$ cat src/hw/rtl/thn_pkg.sv
// ============================================================================
// thn_pkg
// Shared types and constants for the toroidal halfedge navigator.
// ============================================================================
package thn_pkg;

  // Field widths.
  localparam int HE_W   = 23;  // halfedge index
  localparam int CELL_W = 21;  // cell number (halfedge / 6)
  localparam int DIM_W  = 11;  // grid dimension registers
  localparam int LOC_W  = 3;   // local halfedge number 0..5
  localparam int AREA_W = 2 * DIM_W;

  // Reciprocal of six for exact division of any HE_W-bit index.
  localparam int RECIP_SHIFT = 26;
  localparam int RECIP_W     = 24;
  localparam logic [RECIP_W-1:0] RECIP_SIX = 24'd11184811;

  // Configuration register indexes.
  localparam logic CFG_COLS = 1'b0;
  localparam logic CFG_ROWS = 1'b1;

  // Local halfedge numbers that leave the cell.
  localparam logic [LOC_W-1:0] LOC_EAST  = 3'd0;
  localparam logic [LOC_W-1:0] LOC_NORTH = 3'd1;
  localparam logic [LOC_W-1:0] LOC_WEST  = 3'd3;
  localparam logic [LOC_W-1:0] LOC_SOUTH = 3'd4;

  // Query kinds.
  typedef enum logic [1:0] {
    ACT_OPPOSITE = 2'd0,
    ACT_NEXT     = 2'd1,
    ACT_PREV     = 2'd2,
    ACT_EDGE     = 2'd3
  } action_t;

  // Item context that travels beside the divider.
  typedef struct packed {
    logic [HE_W-1:0]  simple_idx;  // result for next, prev and edge
    action_t          act;
    logic [LOC_W-1:0] loc;
    logic             bad;
    logic [DIM_W-1:0] cols;
    logic [DIM_W-1:0] rows;
  } thn_ctx_t;

  // Data handed from one divider cell to the next.
  typedef struct packed {
    thn_ctx_t          ctx;
    logic [CELL_W-1:0] dvd;  // dividend bits not yet brought down
    logic [CELL_W-1:0] quo;  // quotient bits so far (row)
    logic [DIM_W-1:0]  rem;  // partial remainder (column)
  } thn_div_t;

endpackage

$ cat src/hw/rtl/thn_front.sv
// ============================================================================
// thn_front
// Input capture, cell and local number extraction, range check and the
// in-triangle results. Three register stages.
// ============================================================================
module thn_front (
  input  logic               clk,
  input  logic               rst_n,
  input  logic               in_vld,
  input  thn_pkg::action_t   in_act,
  input  logic [22:0]        in_he,
  input  logic [10:0]        cols_eff,
  input  logic [10:0]        rows_eff,
  output logic               vld_o,
  output thn_pkg::thn_div_t  dat_o
);
  import thn_pkg::*;

  localparam int PROD_W = HE_W + RECIP_W;

  logic              s0_vld_r;
  logic [HE_W-1:0]   s0_he_r;
  action_t           s0_act_r;
  logic [DIM_W-1:0]  s0_cols_r;
  logic [DIM_W-1:0]  s0_rows_r;

  logic              s1_vld_r;
  logic [HE_W-1:0]   s1_he_r;
  action_t           s1_act_r;
  logic [DIM_W-1:0]  s1_cols_r;
  logic [DIM_W-1:0]  s1_rows_r;
  logic [CELL_W-1:0] s1_cell_r;
  logic [AREA_W-1:0] s1_area_r;

  logic              s2_vld_r;
  thn_div_t          s2_dat_r;

  logic [PROD_W-1:0] recip_prod;
  logic [HE_W-1:0]   six_cell;
  logic [HE_W-1:0]   loc_full;
  logic [LOC_W-1:0]  loc;
  logic [1:0]        tri_pos;
  logic [AREA_W+2:0] total;
  logic              bad;
  logic [HE_W-1:0]   simple_idx;
  thn_div_t          s2_dat_nxt;

  // Valid bits of the three stages.
  always_ff @(posedge clk) begin
    if (!rst_n) begin
      s0_vld_r <= 1'b0;
      s1_vld_r <= 1'b0;
      s2_vld_r <= 1'b0;
    end else begin
      s0_vld_r <= in_vld;
      s1_vld_r <= s0_vld_r;
      s2_vld_r <= s1_vld_r;
    end
  end

  // Divide by six through the reciprocal; grid area for the range check.
  assign recip_prod = {{RECIP_W{1'b0}}, s0_he_r} * {{HE_W{1'b0}}, RECIP_SIX};

  always_ff @(posedge clk) begin
    s0_he_r   <= in_he;
    s0_act_r  <= in_act;
    s0_cols_r <= cols_eff;
    s0_rows_r <= rows_eff;
    s1_he_r   <= s0_he_r;
    s1_act_r  <= s0_act_r;
    s1_cols_r <= s0_cols_r;
    s1_rows_r <= s0_rows_r;
    s1_cell_r <= recip_prod[RECIP_SHIFT +: CELL_W];
    s1_area_r <= s0_rows_r * s0_cols_r;
    s2_dat_r  <= s2_dat_nxt;
  end

  // Local number, range check and the in-triangle results.
  always_comb begin
    six_cell = {s1_cell_r, 2'b00} + {1'b0, s1_cell_r, 1'b0};
    loc_full = s1_he_r - six_cell;
    loc      = loc_full[LOC_W-1:0];
    tri_pos  = (loc >= 3'd3) ? 2'(loc - 3'd3) : loc[1:0];
    total    = {1'b0, s1_area_r, 2'b00} + {2'b00, s1_area_r, 1'b0};
    bad      = ({2'b00, s1_he_r} >= total);
    case (s1_act_r)
      ACT_NEXT: simple_idx = (tri_pos == 2'd2) ? s1_he_r - 23'd2 : s1_he_r + 23'd1;
      ACT_PREV: simple_idx = (tri_pos == 2'd0) ? s1_he_r + 23'd2 : s1_he_r - 23'd1;
      ACT_EDGE: simple_idx = s1_he_r >> 1;
      default:  simple_idx = '0;
    endcase

    s2_dat_nxt                = '0;
    s2_dat_nxt.ctx.simple_idx = simple_idx;
    s2_dat_nxt.ctx.act        = s1_act_r;
    s2_dat_nxt.ctx.loc        = loc;
    s2_dat_nxt.ctx.bad        = bad;
    s2_dat_nxt.ctx.cols       = s1_cols_r;
    s2_dat_nxt.ctx.rows       = s1_rows_r;
    s2_dat_nxt.dvd            = s1_cell_r;
  end

  assign vld_o = s2_vld_r;
  assign dat_o = s2_dat_r;

  // An in-range index always splits into a local number below six.
  a_loc_range: assert property (@(posedge clk) disable iff (!rst_n)
    s2_vld_r && !s2_dat_r.ctx.bad |-> s2_dat_r.ctx.loc <= 3'd5)
    else $error("local halfedge number out of range");

endmodule

$ cat src/hw/rtl/thn_div_cell.sv
// ============================================================================
// thn_div_cell
// One restoring division step: brings down one cell-number bit, compares
// against the column count and registers remainder and quotient bit.
// ============================================================================
module thn_div_cell (
  input  logic               clk,
  input  logic               rst_n,
  input  logic               vld_i,
  input  thn_pkg::thn_div_t  dat_i,
  output logic               vld_o,
  output thn_pkg::thn_div_t  dat_o
);
  import thn_pkg::*;

  logic             vld_r;
  thn_div_t         dat_r;
  thn_div_t         dat_nxt;
  logic [DIM_W:0]   trial;
  logic [DIM_W:0]   diff;
  logic             fits;

  // Compare the shifted remainder with the divisor and subtract on fit.
  always_comb begin
    trial   = {dat_i.rem, dat_i.dvd[CELL_W-1]};
    diff    = trial - {1'b0, dat_i.ctx.cols};
    fits    = (trial >= {1'b0, dat_i.ctx.cols});
    dat_nxt = dat_i;
    dat_nxt.dvd = {dat_i.dvd[CELL_W-2:0], 1'b0};
    dat_nxt.quo = {dat_i.quo[CELL_W-2:0], fits};
    dat_nxt.rem = fits ? diff[DIM_W-1:0] : trial[DIM_W-1:0];
  end

  always_ff @(posedge clk) begin
    if (!rst_n) begin
      vld_r <= 1'b0;
    end else begin
      vld_r <= vld_i;
    end
  end

  always_ff @(posedge clk) begin
    dat_r <= dat_nxt;
  end

  assign vld_o = vld_r;
  assign dat_o = dat_r;

  // The partial remainder never reaches the divisor.
  a_rem_below_cols: assert property (@(posedge clk) disable iff (!rst_n)
    vld_r |-> dat_r.rem < dat_r.ctx.cols)
    else $error("divider remainder not below column count");

endmodule

$ cat src/hw/rtl/thn_back.sv
// ============================================================================
// thn_back
// Neighbor step with wrap on both axes, rebuild of the halfedge index and
// final result selection. Three register stages, the last one drives the
// result ports.
// ============================================================================
module thn_back (
  input  logic               clk,
  input  logic               rst_n,
  input  logic               vld_i,
  input  thn_pkg::thn_div_t  dat_i,
  output logic               out_vld,
  output logic [22:0]        out_idx,
  output logic               out_bad
);
  import thn_pkg::*;

  logic [DIM_W-1:0]  row;
  logic [DIM_W-1:0]  col;
  logic [DIM_W-1:0]  cols;
  logic [DIM_W-1:0]  rows;
  logic [DIM_W-1:0]  col_inc;
  logic [DIM_W-1:0]  col_dec;
  logic [DIM_W-1:0]  row_inc;
  logic [DIM_W-1:0]  row_dec;
  logic [LOC_W-1:0]  lnew;
  logic [DIM_W-1:0]  nrow;
  logic [DIM_W-1:0]  ncol;

  logic              e1_vld_r;
  thn_ctx_t          e1_ctx_r;
  logic [DIM_W-1:0]  e1_nrow_r;
  logic [DIM_W-1:0]  e1_ncol_r;
  logic [LOC_W-1:0]  e1_lnew_r;

  logic              e2_vld_r;
  thn_ctx_t          e2_ctx_r;
  logic [AREA_W-1:0] e2_base_r;
  logic [DIM_W-1:0]  e2_ncol_r;
  logic [LOC_W-1:0]  e2_lnew_r;

  logic [AREA_W-1:0] cell_idx;
  logic [AREA_W+2:0] opp_full;
  logic [HE_W-1:0]   idx_nxt;

  logic              out_vld_r;
  logic [HE_W-1:0]   out_idx_r;
  logic              out_bad_r;

  // Neighbor cell from the current row and column.
  always_comb begin
    row     = dat_i.quo[DIM_W-1:0];
    col     = dat_i.rem;
    cols    = dat_i.ctx.cols;
    rows    = dat_i.ctx.rows;
    col_inc = (col == cols - 11'd1) ? '0 : col + 11'd1;
    col_dec = (col == '0) ? cols - 11'd1 : col - 11'd1;
    row_inc = (row == rows - 11'd1) ? '0 : row + 11'd1;
    row_dec = (row == '0) ? rows - 11'd1 : row - 11'd1;
    lnew    = (dat_i.ctx.loc < 3'd3) ? dat_i.ctx.loc + 3'd3 : dat_i.ctx.loc - 3'd3;
    nrow    = row;
    ncol    = col;
    case (lnew)
      LOC_EAST: begin
        ncol = col_inc;
      end
      LOC_NORTH: begin
        nrow = row_dec;
        if (!row_dec[0]) begin
          ncol = col_inc;
        end
      end
      LOC_WEST: begin
        ncol = col_dec;
      end
      LOC_SOUTH: begin
        nrow = row_inc;
        if (row_inc[0]) begin
          ncol = col_dec;
        end
      end
      default: begin
        nrow = row;
        ncol = col;
      end
    endcase
  end

  // Rebuild the halfedge index and pick the result.
  always_comb begin
    cell_idx = e2_base_r + {{DIM_W{1'b0}}, e2_ncol_r};
    opp_full = {1'b0, cell_idx, 2'b00} + {2'b00, cell_idx, 1'b0}
             + {{(AREA_W){1'b0}}, e2_lnew_r};
    if (e2_ctx_r.bad) begin
      idx_nxt = '0;
    end else if (e2_ctx_r.act == ACT_OPPOSITE) begin
      idx_nxt = opp_full[HE_W-1:0];
    end else begin
      idx_nxt = e2_ctx_r.simple_idx;
    end
  end

  always_ff @(posedge clk) begin
    if (!rst_n) begin
      e1_vld_r  <= 1'b0;
      e2_vld_r  <= 1'b0;
      out_vld_r <= 1'b0;
    end else begin
      e1_vld_r  <= vld_i;
      e2_vld_r  <= e1_vld_r;
      out_vld_r <= e2_vld_r;
    end
  end

  always_ff @(posedge clk) begin
    e1_ctx_r  <= dat_i.ctx;
    e1_nrow_r <= nrow;
    e1_ncol_r <= ncol;
    e1_lnew_r <= lnew;
    e2_ctx_r  <= e1_ctx_r;
    e2_base_r <= e1_nrow_r * e1_ctx_r.cols;
    e2_ncol_r <= e1_ncol_r;
    e2_lnew_r <= e1_lnew_r;
    out_idx_r <= idx_nxt;
    out_bad_r <= e2_ctx_r.bad;
  end

  assign out_vld = out_vld_r;
  assign out_idx = out_idx_r;
  assign out_bad = out_bad_r;

  // For an in-range item the neighbor stays inside the grid.
  a_neighbor_in_grid: assert property (@(posedge clk) disable iff (!rst_n)
    e1_vld_r && !e1_ctx_r.bad |->
      (e1_nrow_r < e1_ctx_r.rows) && (e1_ncol_r < e1_ctx_r.cols))
    else $error("neighbor cell outside the grid");

endmodule

$ cat src/hw/rtl/toroidal_halfedge_navigator.sv
// ============================================================================
// toroidal_halfedge_navigator
// Navigation queries on a wrapping grid of six-halfedge cells: opposite,
// next, previous and edge of a halfedge, with an out-of-range flag.
// ============================================================================
//
//  Channel   Ports                                      Handshake
//  --------  -----------------------------------------  ---------------------
//  input     in_action, in_halfedge_in                  start high, busy low
//  result    out_index_out, out_bad_index               out_valid, one cycle
//  config    cfg_index, cfg_wdata                       cfg_we
//
//  One item is taken every cycle; busy never rises.
//  Each result passes through 27 register stages: three front stages, one per
//  row-quotient bit in the 21-cell divider chain, three back stages.
//  Synchronous active-low reset empties the pipeline; the grid size resets
//  to one by one.
//  The receiver cannot stall; results leave in item order.
//
module toroidal_halfedge_navigator #(
  parameter int unsigned MAX_COLS = 1024,
  parameter int unsigned MAX_ROWS = 1024
) (
  input  logic                      clk,
  input  logic                      rst_n,
  input  logic                      start,
  output logic                      busy,
  input  thn_pkg::action_t          in_action,
  input  logic [22:0]               in_halfedge_in,
  output logic                      out_valid,
  output logic [22:0]               out_index_out,
  output logic                      out_bad_index,
  input  logic                      cfg_we,
  input  logic                      cfg_index,
  input  logic [10:0]               cfg_wdata
);
  import thn_pkg::*;

  localparam int LIMIT_W = 17;
  localparam logic [LIMIT_W-1:0] MaxColsC = LIMIT_W'(MAX_COLS);
  localparam logic [LIMIT_W-1:0] MaxRowsC = LIMIT_W'(MAX_ROWS);
  localparam int LATENCY = CELL_W + 6;

  logic [DIM_W-1:0] grid_cols_r;
  logic [DIM_W-1:0] grid_rows_r;
  logic [DIM_W-1:0] cols_eff;
  logic [DIM_W-1:0] rows_eff;
  logic             accept;

  logic             chain_vld [0:CELL_W];
  thn_div_t         chain_dat [0:CELL_W];

  // Configuration registers.
  always_ff @(posedge clk) begin
    if (!rst_n) begin
      grid_cols_r <= 11'd1;
      grid_rows_r <= 11'd1;
    end else if (cfg_we) begin
      case (cfg_index)
        CFG_COLS: grid_cols_r <= cfg_wdata;
        CFG_ROWS: grid_rows_r <= cfg_wdata;
        default:  grid_cols_r <= grid_cols_r;
      endcase
    end
  end

  // Zero acts as one; values above the limit act as the limit.
  always_comb begin
    if (grid_cols_r == '0) begin
      cols_eff = 11'd1;
    end else if ({{(LIMIT_W-DIM_W){1'b0}}, grid_cols_r} > MaxColsC) begin
      cols_eff = MaxColsC[DIM_W-1:0];
    end else begin
      cols_eff = grid_cols_r;
    end
    if (grid_rows_r == '0) begin
      rows_eff = 11'd1;
    end else if ({{(LIMIT_W-DIM_W){1'b0}}, grid_rows_r} > MaxRowsC) begin
      rows_eff = MaxRowsC[DIM_W-1:0];
    end else begin
      rows_eff = grid_rows_r;
    end
  end

  assign busy   = 1'b0;
  assign accept = start && !busy;

  // Front stages: cell number, local number, range check.
  thn_front u_front (
    .clk      (clk),
    .rst_n    (rst_n),
    .in_vld   (accept),
    .in_act   (in_action),
    .in_he    (in_halfedge_in),
    .cols_eff (cols_eff),
    .rows_eff (rows_eff),
    .vld_o    (chain_vld[0]),
    .dat_o    (chain_dat[0])
  );

  // Divider chain: one row bit per cell, column left as remainder.
  for (genvar i = 0; i < CELL_W; i++) begin : g_cell
    thn_div_cell u_cell (
      .clk   (clk),
      .rst_n (rst_n),
      .vld_i (chain_vld[i]),
      .dat_i (chain_dat[i]),
      .vld_o (chain_vld[i+1]),
      .dat_o (chain_dat[i+1])
    );
  end

  // Back stages: neighbor step and result.
  thn_back u_back (
    .clk     (clk),
    .rst_n   (rst_n),
    .vld_i   (chain_vld[CELL_W]),
    .dat_i   (chain_dat[CELL_W]),
    .out_vld (out_valid),
    .out_idx (out_index_out),
    .out_bad (out_bad_index)
  );

  // Every result belongs to an item that was taken earlier.
  a_result_latency: assert property (@(posedge clk) disable iff (!rst_n)
    out_valid |-> $past(accept, LATENCY))
    else $error("result without a matching item");

  // An out-of-range item reports a zero index.
  a_bad_gives_zero: assert property (@(posedge clk) disable iff (!rst_n)
    out_valid && out_bad_index |-> out_index_out == '0)
    else $error("flagged result carries a nonzero index");

endmodule
$ cat config.mk
export PLATFORM = sky130hd
export DESIGN_NAME = toroidal_halfedge_navigator
export DESIGN_NICKNAME = d
export VERILOG_FILES = /design/src/hw/rtl/thn_pkg.sv /design/src/hw/rtl/thn_front.sv /design/src/hw/rtl/thn_div_cell.sv /design/src/hw/rtl/thn_back.sv /design/src/hw/rtl/toroidal_halfedge_navigator.sv
export SDC_FILE = /design/constraint.sdc
export NUM_CORES = 2
export LEC_CHECK = 0
export ABC_AREA = 1
export BUFFER_PORTS_ARGS = -buffer_cell sky130_fd_sc_hd__buf_2
export CORE_MARGIN = 3
export CORE_UTILIZATION = 30
export CTS_BUF_LIST = sky130_fd_sc_hd__clkbuf_4 sky130_fd_sc_hd__clkbuf_8 sky130_fd_sc_hd__clkbuf_16
export DETAILED_ROUTE_END_ITERATION = 10
export PLACE_DENSITY_LB_ADDON = 0.2
export SLEW_MARGIN = 25
export SYNTH_ARGS = -nofsm -noshare
export SYNTH_HDL_FRONTEND = slang
export SYNTH_SLANG_ARGS = --single-unit
$ cat constraint.sdc
create_clock -name clk -period 12.8 [get_ports clk]
set_input_delay 2.56 -clock clk [delete_from_list [all_inputs] [get_ports clk]]
set_output_delay 2.56 -clock clk [all_outputs]
set_load 0.005 [all_outputs]
==> results.md <==
- Outcome: completed
- PortBufs: 65
- Resized Gates After CTS: 0
- Syn_nets: 8850
- CORE AREA: 255100 µm²
- Max Fanout on Critical Path: 5
- Worst-Margin Slew: 0.9996 ns
- Worst min-delay path class: register to register
- Total track usage: 0.1264
- Max Cap Violations: 0
- Critical path, cell by cell: ha_1 -> fa_1 -> fa_1 -> inv_1 -> fa_1 -> inv_1 -> fa_1 -> fa_1 -> fa_1 -> ha_1 -> inv_1 -> o21bai_1 -> a31oi_1 -> o21ai_0 -> a21oi_1 -> nand2_1 -> a21oi_1 -> o21ai_0 -> nand2_1 -> nand2_1
- Seq. cell area: 39720 µm²
- Sequential fraction of the synthesis area: 0.5141
- Crit end category: register
- Setup TNS: 0 ns
- Die width: 513.5 µm
- Post-CTS Hold Buffers: 0
- CTS tree: done
- Postcts setup bufs: 0
- Slew HR: 0.3320
- Post-route DRC: 0
- Fill cell count: 25749
- Vias in the first global route: 50142
- Top cell type's share of synthesized area: 0.5141
- Hold Fails Final Rpt: 0
- Slowest stage cell on the critical path: fa_1
- Via/cell ratio: 4.273
- Std cell rows: 185
- Antenna Nets Post-Route: 0
- Die area: 263700 µm²
- Kind of critical path: register to register
- Wirelength, routed: 167400 µm
- Cell mode on critical path: fa_1
- Synth Cell Area: 77260 µm²
- Top-count cell post-synth: dfxtp_1
- Final WS setup: 6.457 ns
- DRT iter0 DRCs: 2168
- Area growth, synth to finish: 14.13%
- WP data arrival: 7.04 ns
- Initial antenna violation count: 4
- Area of the multi-input gates: 32480 µm²
- Top post-synthesis cells by area: dfxtp_1 (51%), ha_1 (10%), fa_1 (8.5%)
- Wire per inst: 14.57 µm
- Worst hold slack: 0.2848 ns
- Critical path required time: 13.50 ns
- Largest net degree at the start of global routing: 50
- # diodes: 0
- Setup violations, final: 0
- Htree depth: 4
- Post-DP HPWL: 131300 µm
- Dpl ws: 6.351 ns
- CTS root buf: clkbuf_16
- Worst Path Buf+Inv: 3
- Minimum clock period: 6.343 ns
- CTS clk-pin slew, worst paths: 0.06 ns
- Share of cells above drive strength 1: 0.05761
- Nets: 8967
- Longest Clk Path Bufs: 3
- Slowest stage delay, CP: 0.63 ns
- Ys Warns: 0
- Number of synthesized flops with an enable pin: 0
- Via count: 49095
- Critical path's top delay family: adder cells
- Ys async rst share: 0
- Syn avg cell area: 9.849 µm²
- I/O pins: 67
- Inserted Clock Buffers: 192
- Area leader, netlist: dfxtp_1
- Post-synth top cells: dfxtp_1 (1984), inv_1 (1166), nand2_1 (1112)
- RSZ-0062 raised after global routing: false
- Slew Limit Fails: 0
- Initial Utilization: 0.3029
- Synth Instances: 7845
- Remaining Overflow, GRT: 0
- Final worst path period share: 0.4956
- Top FF cell, synth: dfxtp_1
- CP Launch Type: register
- First-pass GRT wire length: 268900 µm
- #FFs+latches synth: 1984
- Clk sinks: 1984
- Unique masters post-synth: 59
- Fmax: 157.7 MHz
- Post-Route Skew: 0.07634 ns
- Worst-Skew Late Latency: 0.84 ns
- DRT Pass-1 Iters: 6
- Die height: 513.5 µm
- GP Congestion: 0.8467
-- path summary, 6_finish.rpt --
kind	start	to	slack (ns)	cells past startpoint
hold reg to reg	g_cell[9].u_cell.dat_o[75]	g_cell[10].u_cell.dat_o[75]	0.28	0
setup / recovery	u_front.s0_he_r[19]	u_front.s1_cell_r[15]	6.46	20
hold / removal	g_cell[9].u_cell.dat_o[75]	g_cell[10].u_cell.dat_o[75]	0.28	0
setup reg to reg	u_front.s0_he_r[19]	u_front.s1_cell_r[15]	6.46	20
-- layer usage --
metal / share of wire / GRT usage / up-vias
li1: - / - / 25175
met1: 0.46 / 0.1601 / 22878
met2: 0.48 / 0.2182 / 780
met3: 0.035 / 0.02049 / 262
met4: 0.029 / 0.04188 / 0
met5: 0 / 0 / -
-- logic make-up after synthesis --
group | Yosys count | synth area share
xor+xnor | 379 | 0.04334
fa+ha+maj | 964 | 0.1880
flops | 1984 | 0.5141
mux | 2 | 0.0002915
other cells | 1 | 0.00004854
simple gates | 2206 | 0.1185
compound gates | 987 | 0.06998
buf+inv | 1322 | 0.06581
-- cell usage in the layout (no fill, tap or decap), types with 248 or more instances in the layout --
| master | count |
|---|---|
| o21ai_0 | 262 |
| dfxtp_1 | 1984 |
| a21oi_1 | 542 |
| nand3_1 | 331 |
| nor2_1 | 568 |
| xor2_1 | 248 |
| nand2_1 | 1112 |
| inv_1 | 1166 |
| ha_1 | 636 |
| fa_1 | 328 |
-- area by class of cell --
class | count | share of cell area
clock buffers | 243 | 0.06121
clock inverters | 113 | 0.01792
multi-input cells | 4539 | 0.3684
inverters | 1171 | 0.04985
flip-flops and latches | 1984 | 0.4504
repair buffers | 74 | 0.004456
well taps | 3366 | 0.04776
-- flip-flops by register name (all words and copies together), names as in the netlist, 21 cells and up --
signal               flops
u_back.out_idx          23
u_back.e2_base_r        22
u_front.s1_he_r         23
u_back.e1_ctx_r         37
g_cell.u_cell.vld_o     21
g_cell.u_cell.dat_o   1578
u_front.s1_area_r       22
u_back.e2_ctx_r         26
u_front.s1_cell_r       21
u_front.s0_he_r         23
u_front.dat_o           72
-- metrics by stage --
step / std cells / util / cell area, µm²
6_report: 11490 / 0.3457 / 88180
3_5_place_dp: 11134 / 0.3183 / 81200
2_1_floorplan: 7845 / - / 77260
5_1_grt: 11490 / 0.3457 / 88180
3_3_place_gp: 11134 / 0.3183 / 81200
4_1_cts: 11490 / 0.3457 / 88180
Power is not shown: default switching activity piles up to over one toggle a cycle in this logic, so the estimate is an artifact.
